==> config.mk <==
export PLATFORM = sky130hd
export DESIGN_NAME = lrtf_process_scheduler_unit
export DESIGN_NICKNAME = d
export VERILOG_FILES = /design/src/rtl/lrtf_pkg.sv /design/src/rtl/lrtf_entry_mem.sv /design/src/rtl/lrtf_best_sel.sv /design/src/rtl/lrtf_process_scheduler_unit.sv
export SDC_FILE = /design/constraint.sdc
export NUM_CORES = 2
export LEC_CHECK = 0
export BUFFER_PORTS_ARGS = -buffer_cell sky130_fd_sc_hd__buf_2
export CAP_MARGIN = 10
export CORE_ASPECT_RATIO = 0.9
export CORE_MARGIN = 5
export CORE_UTILIZATION = 45
export DETAILED_ROUTE_END_ITERATION = 12
export HOLD_SLACK_MARGIN = 0.06
export SLEW_MARGIN = 25
export SYNTH_ARGS = -nofsm -noshare
export SYNTH_HDL_FRONTEND = slang
export SYNTH_HIERARCHICAL = 1
export SYNTH_SLANG_ARGS = --single-unit
export TNS_END_PERCENT = 1
==> constraint.sdc <==
create_clock -name clk -period 17.2 [get_ports clk]
set_input_delay 1.72 -clock clk [delete_from_list [all_inputs] [get_ports clk]]
set_output_delay 1.72 -clock clk [all_outputs]
set_load 0.02 [all_outputs]
==> src/rtl/lrtf_pkg.sv <==
// ----------------------------------------------------------------------------
// lrtf_pkg
// Shared types and constants of the longest-remaining-time-first scheduler.
// ----------------------------------------------------------------------------
package lrtf_pkg;

	localparam int FIELD_W      = 16;
	localparam int TIME_W       = 22;
	localparam int MAX_PROC_DEF = 64;
	localparam logic [TIME_W-1:0] TIME_MAX = {TIME_W{1'b1}};

	// request kinds
	localparam logic KIND_LOAD = 1'b0;
	localparam logic KIND_TICK = 1'b1;

	typedef struct packed {
		logic               kind;
		logic [FIELD_W-1:0] proc_id;
		logic [FIELD_W-1:0] arrival_time;
		logic [FIELD_W-1:0] burst_length;
	} req_t;

	typedef struct packed {
		logic              table_full;
		logic              idle;
		logic [FIELD_W-1:0] ran_id;
		logic              finished;
		logic [TIME_W-1:0] completion_time;
		logic [TIME_W-1:0] turnaround;
		logic [TIME_W-1:0] waiting;
		logic              all_done;
	} rsp_t;

	// one process table entry, as stored in memory
	typedef struct packed {
		logic [FIELD_W-1:0] id;
		logic [FIELD_W-1:0] arrival;
		logic [FIELD_W-1:0] remaining;
		logic [FIELD_W-1:0] burst;
	} entry_t;

	// current pick of the scan
	typedef struct packed {
		logic   have;
		entry_t ent;
	} best_t;

endpackage

==> src/rtl/lrtf_entry_mem.sv <==
// ----------------------------------------------------------------------------
// lrtf_entry_mem
// Process table: one write port, one read port, registered read data.
// ----------------------------------------------------------------------------
module lrtf_entry_mem
	import lrtf_pkg::*;
#(
	parameter int DEPTH = MAX_PROC_DEF,
	parameter int IDX_W = $clog2(MAX_PROC_DEF)
) (
	input  logic             clk,
	input  logic             we,
	input  logic [IDX_W-1:0] waddr,
	input  entry_t           wdata,
	input  logic [IDX_W-1:0] raddr,
	output entry_t           rdata
);

	entry_t mem_q [DEPTH];

	// write port
	always_ff @(posedge clk) begin
		if (we) begin
			mem_q[waddr] <= wdata;
		end
	end

	// read port, registered read data
	always_ff @(posedge clk) begin
		rdata <= mem_q[raddr];
	end

endmodule

==> src/rtl/lrtf_best_sel.sv <==
// ----------------------------------------------------------------------------
// lrtf_best_sel
// Running selection over the scanned entries: keeps the ready entry with the
// most remaining work, lower id on a tie, first seen on a full tie.
// ----------------------------------------------------------------------------
module lrtf_best_sel
	import lrtf_pkg::*;
#(
	parameter int IDX_W = $clog2(MAX_PROC_DEF)
) (
	input  logic              clk,
	input  logic              arst_n,
	input  logic              clear,
	input  logic              vld,
	input  entry_t            ent,
	input  logic [IDX_W-1:0]  idx,
	input  logic [TIME_W-1:0] now,
	output best_t             best,
	output logic [IDX_W-1:0]  best_idx
);

	logic             have_q;
	entry_t           ent_q;
	logic [IDX_W-1:0] best_idx_q;

	logic eligible;
	logic better;
	logic take;

	assign best     = {have_q, ent_q};
	assign best_idx = best_idx_q;

	// ready and with work left
	assign eligible = vld && (ent.remaining != '0) &&
		({{(TIME_W-FIELD_W){1'b0}}, ent.arrival} <= now);

	assign better = !have_q || (ent.remaining > ent_q.remaining) ||
		((ent.remaining == ent_q.remaining) && (ent.id < ent_q.id));

	assign take = eligible && better;

	// have flag
	always_ff @(posedge clk or negedge arst_n) begin
		if (!arst_n) begin
			have_q <= 1'b0;
		end else if (clear) begin
			have_q <= 1'b0;
		end else if (take) begin
			have_q <= 1'b1;
		end
	end

	// held entry
	always_ff @(posedge clk) begin
		if (take && !clear) begin
			ent_q      <= ent;
			best_idx_q <= idx;
		end
	end

endmodule

==> src/rtl/lrtf_process_scheduler_unit.sv <==
// ----------------------------------------------------------------------------
// lrtf_process_scheduler_unit
// Preemptive longest-remaining-time-first scheduler over a table of processes.
// ----------------------------------------------------------------------------
// A request is taken when start is high and busy is low; each request gives
// exactly one result, shown for one cycle with done high, and the receiver
// cannot stall it. A load's result appears the next cycle. A tick reads
// the table one entry per cycle through the single read port of the entry
// memory, then passes through the drain, write-back and output states; an
// empty table skips the read and drain states. busy drops in the cycle the
// result is shown, so the next request can be taken then.
// all_done comes from a count of unfinished entries, not from a scan.
// ----------------------------------------------------------------------------
module lrtf_process_scheduler_unit
	import lrtf_pkg::*;
#(
	parameter int MAX_PROCESSES = MAX_PROC_DEF
) (
	input  logic clk,
	input  logic arst_n,
	input  logic start,
	output logic busy,
	input  req_t req,
	output logic done,
	output rsp_t result
);

	localparam int IDX_W = (MAX_PROCESSES > 1) ? $clog2(MAX_PROCESSES) : 1;
	localparam int CNT_W = $clog2(MAX_PROCESSES + 1);
	localparam logic [CNT_W-1:0] CNT_FULL = CNT_W'(MAX_PROCESSES);

	typedef enum logic [4:0] {
		ST_IDLE  = 5'b00001,
		ST_SCAN  = 5'b00010,
		ST_DRAIN = 5'b00100,
		ST_UPD   = 5'b01000,
		ST_OUT   = 5'b10000
	} state_t;

	state_t             state_q;
	logic [CNT_W-1:0]   entry_count_q;
	logic [CNT_W-1:0]   active_q;
	logic [TIME_W-1:0]  time_q;
	logic [IDX_W-1:0]   scan_idx_q;
	logic               rd_vld_s1;
	logic [IDX_W-1:0]   idx_s1;
	logic               fin_q;
	logic [TIME_W-1:0]  tat_q;
	logic               done_q;
	rsp_t               result_q;

	logic               accept;
	logic               full;
	logic [CNT_W-1:0]   load_active;
	logic               last_issue;
	logic [TIME_W-1:0]  time_next;
	logic [TIME_W-1:0]  arr_ext;
	logic [TIME_W-1:0]  bur_ext;
	logic [TIME_W-1:0]  wait_val;
	logic               best_fin;
	rsp_t               load_rsp;

	logic               mem_we;
	logic [IDX_W-1:0]   mem_waddr;
	entry_t             mem_wdata;
	entry_t             mem_rdata;
	best_t              best;
	logic [IDX_W-1:0]   best_idx;

	assign accept = start && !busy;
	assign busy   = (state_q != ST_IDLE);
	assign done   = done_q;
	assign result = result_q;

	assign full        = (entry_count_q == CNT_FULL);
	assign load_active = active_q + CNT_W'(!full && (req.burst_length != '0));
	assign last_issue  = (CNT_W'(scan_idx_q) == entry_count_q - CNT_W'(1));
	assign time_next   = (time_q == TIME_MAX) ? time_q : time_q + TIME_W'(1);
	assign arr_ext     = {{(TIME_W-FIELD_W){1'b0}}, best.ent.arrival};
	assign bur_ext     = {{(TIME_W-FIELD_W){1'b0}}, best.ent.burst};
	assign wait_val    = (tat_q > bur_ext) ? tat_q - bur_ext : '0;
	assign best_fin    = (best.ent.remaining == FIELD_W'(1));

	// load result: only table_full and all_done can be set
	always_comb begin
		load_rsp            = '0;
		load_rsp.table_full = full;
		load_rsp.all_done   = (load_active == '0);
	end

	// memory write: append on load, decremented entry on write-back
	always_comb begin
		mem_we    = 1'b0;
		mem_waddr = best_idx;
		mem_wdata = best.ent;
		mem_wdata.remaining = best.ent.remaining - FIELD_W'(1);
		if (state_q == ST_IDLE) begin
			mem_we    = accept && (req.kind == KIND_LOAD) && !full;
			mem_waddr = entry_count_q[IDX_W-1:0];
			mem_wdata.id        = req.proc_id;
			mem_wdata.arrival   = req.arrival_time;
			mem_wdata.remaining = req.burst_length;
			mem_wdata.burst     = req.burst_length;
		end else if (state_q == ST_UPD) begin
			mem_we = best.have;
		end
	end

	lrtf_entry_mem #(
		.DEPTH (MAX_PROCESSES),
		.IDX_W (IDX_W)
	) u_mem (
		.clk   (clk),
		.we    (mem_we),
		.waddr (mem_waddr),
		.wdata (mem_wdata),
		.raddr (scan_idx_q),
		.rdata (mem_rdata)
	);

	lrtf_best_sel #(
		.IDX_W (IDX_W)
	) u_sel (
		.clk      (clk),
		.arst_n   (arst_n),
		.clear    (accept),
		.vld      (rd_vld_s1),
		.ent      (mem_rdata),
		.idx      (idx_s1),
		.now      (time_q),
		.best     (best),
		.best_idx (best_idx)
	);

	// control: state, counters, time
	always_ff @(posedge clk or negedge arst_n) begin
		if (!arst_n) begin
			state_q       <= ST_IDLE;
			entry_count_q <= '0;
			active_q      <= '0;
			time_q        <= '0;
			scan_idx_q    <= '0;
			rd_vld_s1     <= 1'b0;
			done_q        <= 1'b0;
		end else begin
			done_q    <= 1'b0;
			rd_vld_s1 <= (state_q == ST_SCAN);
			case (state_q)
				ST_IDLE: begin
					scan_idx_q <= '0;
					if (accept) begin
						if (req.kind == KIND_LOAD) begin
							done_q   <= 1'b1;
							active_q <= load_active;
							if (!full) begin
								entry_count_q <= entry_count_q + CNT_W'(1);
							end
						end else if (entry_count_q == '0) begin
							state_q <= ST_UPD;
						end else begin
							state_q <= ST_SCAN;
						end
					end
				end
				ST_SCAN: begin
					if (last_issue) begin
						state_q <= ST_DRAIN;
					end else begin
						scan_idx_q <= scan_idx_q + IDX_W'(1);
					end
				end
				ST_DRAIN: begin
					state_q <= ST_UPD;
				end
				ST_UPD: begin
					time_q <= time_next;
					if (best.have && best_fin) begin
						active_q <= active_q - CNT_W'(1);
					end
					state_q <= ST_OUT;
				end
				ST_OUT: begin
					done_q  <= 1'b1;
					state_q <= ST_IDLE;
				end
				default: begin
					state_q <= ST_IDLE;
				end
			endcase
		end
	end

	// datapath registers
	always_ff @(posedge clk) begin
		idx_s1 <= scan_idx_q;
		if (state_q == ST_UPD) begin
			fin_q <= best.have && best_fin;
			tat_q <= (time_next > arr_ext) ? time_next - arr_ext : '0;
		end
		if (state_q == ST_IDLE && accept && req.kind == KIND_LOAD) begin
			result_q <= load_rsp;
		end else if (state_q == ST_OUT) begin
			result_q.table_full      <= 1'b0;
			result_q.idle            <= !best.have;
			result_q.ran_id          <= best.have ? best.ent.id : '0;
			result_q.finished        <= fin_q;
			result_q.completion_time <= fin_q ? time_q : '0;
			result_q.turnaround      <= fin_q ? tat_q : '0;
			result_q.waiting         <= fin_q ? wait_val : '0;
			result_q.all_done        <= (active_q == '0);
		end
	end

	// checks
	a_count_bound: assert property (@(posedge clk) disable iff (!arst_n)
		entry_count_q <= CNT_FULL)
		else $error("entry count beyond table size");

	a_active_bound: assert property (@(posedge clk) disable iff (!arst_n)
		active_q <= entry_count_q)
		else $error("unfinished count exceeds entry count");

	a_out_done: assert property (@(posedge clk) disable iff (!arst_n)
		state_q == ST_OUT |=> done)
		else $error("tick result not shown after write-back");

	a_idle_no_finish: assert property (@(posedge clk) disable iff (!arst_n)
		done && result.idle |-> !result.finished && result.ran_id == '0)
		else $error("idle tick reports a run");

endmodule

==> run metrics <==
CP Capture Type=register; layout cell share with drive strength beyond 1=26.1%; #FFs+latches synth=4395; placed cell count=12900; max_cap viols=0; grt ovf=0; largest net degree at the start of global routing=123; critical path endpoint=u_mem/mem_q[8][17]; DRC=0; CTS max path bufs=4; initial detailed-routing violation count=12700; CP cell instances=nor2_1, and3_4, buf_4, and2_1, nor2b_1, buf_4, nand2_1, nand2_1, nor2b_1, nand2_1, nor2_4, buf_4, buf_4; Sink Count=4395; Largest delay share family, worst path=simple AND/OR/NAND/NOR gates; RSZ-0062 raised after global routing=false; nets@finish=8516; EDFF count, synth=4191; Pwr per Cell Area=156 mW/mm^2; routed wl met2=222000 um; wire length per cell=35.5 um; status=complete, no violations; worst min path class=register to register; gp weighted congestion=0.871; Final Hold Vio Count=0; Critical Path RT=17.78 ns; Root Buffer=clkbuf_16; Worst R2R End=u_mem/mem_q[8][17]; initial cell density of the core=45.2%; final setup margin=11.39 ns; wl on met1=196000 um; Min Clock Period, post-route=5.81 ns; worst slack, placed=11.07 ns; Site Rows=213; initial antenna violation count=29; Seq/Total Area, Yosys=76.8%; FF-to-FF Start=state_q[1]; dpl hpwl=290000 um; path depth of the worst reg2reg path=13; Routed Antenna Nets=0; final setup vio count=0; Core ar.=0.374 mm^2; CP arrival=6.39 ns; Routed met3 length=51000 um; post-synth cell types=95; synth warn=6; DIE AREA=0.389 mm^2; Slew @ Worst Pin=1.14 ns; slowest stage delay, CP=0.67 ns; Max Transition Viols Final=0; Resized Gates After CTS=0; synthesized area=0.169 mm^2; routed vias=86500; Highest Signal Layer=met5; most used cell, CP=buf_4; H-tree level count=5; num ports=140; Reg clk slew, reported paths=0.07 ns; Syn Nets=8095; die height=592 um; Worst path depth=13; FF-to-FF setup slack=11.39 ns; TritonCTS clock tree=done; drt pass-1 iters=7; critical path class=register to register; Setup TNS Final=0 ns; Worst Path Max Fanout=36; Final Hold Slack=0.405 ns; crit path max-delay cell type=buf_4; PortBufs=139; Post-Syn Instances=7952; non-filler cells, final=13700; Bufs and invs on worst path=4; Max VDD drop=0.158 mV; final wirelength=486000 um; Rel. slew slack=24.2%; die width=657 um; FFs w/ async S/R, synth=1.14%; number of CTS-inserted buffers=431; Worst setup startpoint=state_q[1]; leakage power=59.2 nW; GRT Overall Usage=24.6%; CP startpoint kind=register; CTS hold repair buffers=0; Syn Area/Cell=21.3 um^2; synth-to-layout area growth=13.3%; post-CTS setup buffers=0; final worst path period share=33.8%; Fmax=172 MHz; worst skew pair latency=0.99 ns; routed vias/inst=6.32; clock skew=0.0465 ns; vias in the first global route=84600; global-route wire length before repair=676000 um; most used flip-flop cell after synthesis=edfxtp_1; final core utilization=51.2%
## per-layer routing
layer  track usage, %  vias up
met4             7.92        2
li1                 -    34200
met5                0        -
met1             36.4    46700
met2             37.5     4873
met3             4.57      674
## flip-flops by register name (all words and copies together) (netlist names)
| signal | flops |
|---|---|
| active_q | 7 |
| done | 1 |
| entry_count_q | 7 |
| fin_q | 1 |
| idx_s1 | 6 |
| rd_vld_s1 | 1 |
| result | 86 |
| scan_idx_q | 6 |
| state_q | 5 |
| tat_q | 22 |
| time_q | 22 |
| u_mem/mem_q | 4096 |
| u_mem/rdata | 64 |
| u_sel/best | 64 |
| u_sel/best_idx | 6 |
| u_sel/have_q | 1 |
## cells by family (layout without fill, tap and decap cells)
group | after synthesis | count (layout) | synth area share, %
adder cells (fa/ha/maj) | 91 | 91 | 0.681
other | 0 | 10 | 0
buffers and inverters | 562 | 1347 | 1.49
AND/OR/NAND/NOR | 833 | 833 | 2.45
XOR/XNOR | 100 | 100 | 0.517
AO/OA/AOI/OAI | 806 | 806 | 3.57
multiplexers | 1165 | 1165 | 14.4
flip-flops | 4395 | 4395 | 76.8
## how the worst min path moves through the flow
stage / from / end / slack (ns) / cells past startpoint
floorplan: u_mem/rdata[0] / u_sel/best[0] / 0.39 / 0
global placement: idx_s1[2] / u_sel/best_idx[2] / 0.39 / 0
detailed placement: idx_s1[0] / u_sel/best_idx[0] / 0.39 / 0
CTS: u_mem/rdata[12] / u_sel/best[12] / 0.41 / 0
global route: idx_s1[0] / u_sel/best_idx[0] / 0.40 / 0
finish: u_mem/rdata[12] / u_sel/best[12] / 0.40 / 0
## worst register-to-register path: stages (launching register included)
cell,delay [ns]
dfrtp_1,0.42
nor2_1,0.19
and3_4,0.30
buf_4,0.48
and2_1,0.29
nor2b_1,0.16
buf_4,0.21
nand2_1,0.14
nand2_1,0.35
nor2b_1,0.32
nand2_1,0.54
nor2_4,0.58
buf_4,0.67
buf_4,0.66
## metrics by stage
step	total power, mW	area [um^2]
floorplan	18.2	169000
global placement	20.6	178000
detailed placement	20.8	178000
CTS	30.1	192000
global route	30.9	192000
finish	30.0	192000
## synthesized netlist by cell type (all sizes together), types with 43 or more instances
cell type | n | area share [%]
mux4 | 1024 | 14
nand3 | 81 | 0.24
edfxtp | 4191 | 74
xor2 | 43 | 0.22
a211oi | 71 | 0.31
dfxtp | 154 | 1.8
dfrtp | 49 | 0.72
o22ai | 84 | 0.31
inv | 129 | 0.29
and3 | 76 | 0.28
a21oi | 53 | 0.16
a22oi | 168 | 0.74
mux2i | 138 | 0.82
o21ai | 78 | 0.23
a22o | 166 | 0.86
buf | 248 | 0.79
xnor2 | 57 | 0.29
clkbuf | 185 | 0.41
nor2 | 183 | 0.41
nand2 | 239 | 0.53
ha | 89 | 0.66
## layout make-up
cell class,count,area [um^2]
Clock buffer,558,11700
Tap cell,4945,6190
Sequential cell,4395,130000
Timing Repair Buffer,421,3150
Clock inverter,239,2290
Multi-Input combinational cell,2995,37900
Inverter,129,484
Antenna cell,10,25.0
Fill cell,29100,183000
## layout by cell type, fill, tap and decap left out, types with 36 or more instances in the layout
cell type and instances:
inv_1 128, bufinv_16 39, o221ai_1 38, o21ai_4 45, a211oi_1 71, dfxtp_1 154
o22ai_1 83, mux2i_1 138, mux4_2 1024, clkinv_2 94, a21oi_1 52, a22oi_1 168
clkbuf_16 438, nor2_4 67, or3_1 36, clkinv_1 71, xor2_1 43, nor2_1 115
buf_4 259, and3_1 75, a22o_1 166, buf_2 139, clkbuf_1 91, edfxtp_1 4191
nand3_1 80, ha_1 89, xnor2_1 57, nand2_1 228, dfrtp_1 45
## power by group
| part | total [mW] | switching [mW] | internal, mW |
|---|---|---|---|
| sequential | 14.4 | 0.216 | 14.2 |
| combinational | 6.22 | 4.53 | 1.69 |
| clock | 9.37 | 3.99 | 5.37 |
(Power assumes the default switching activity.)
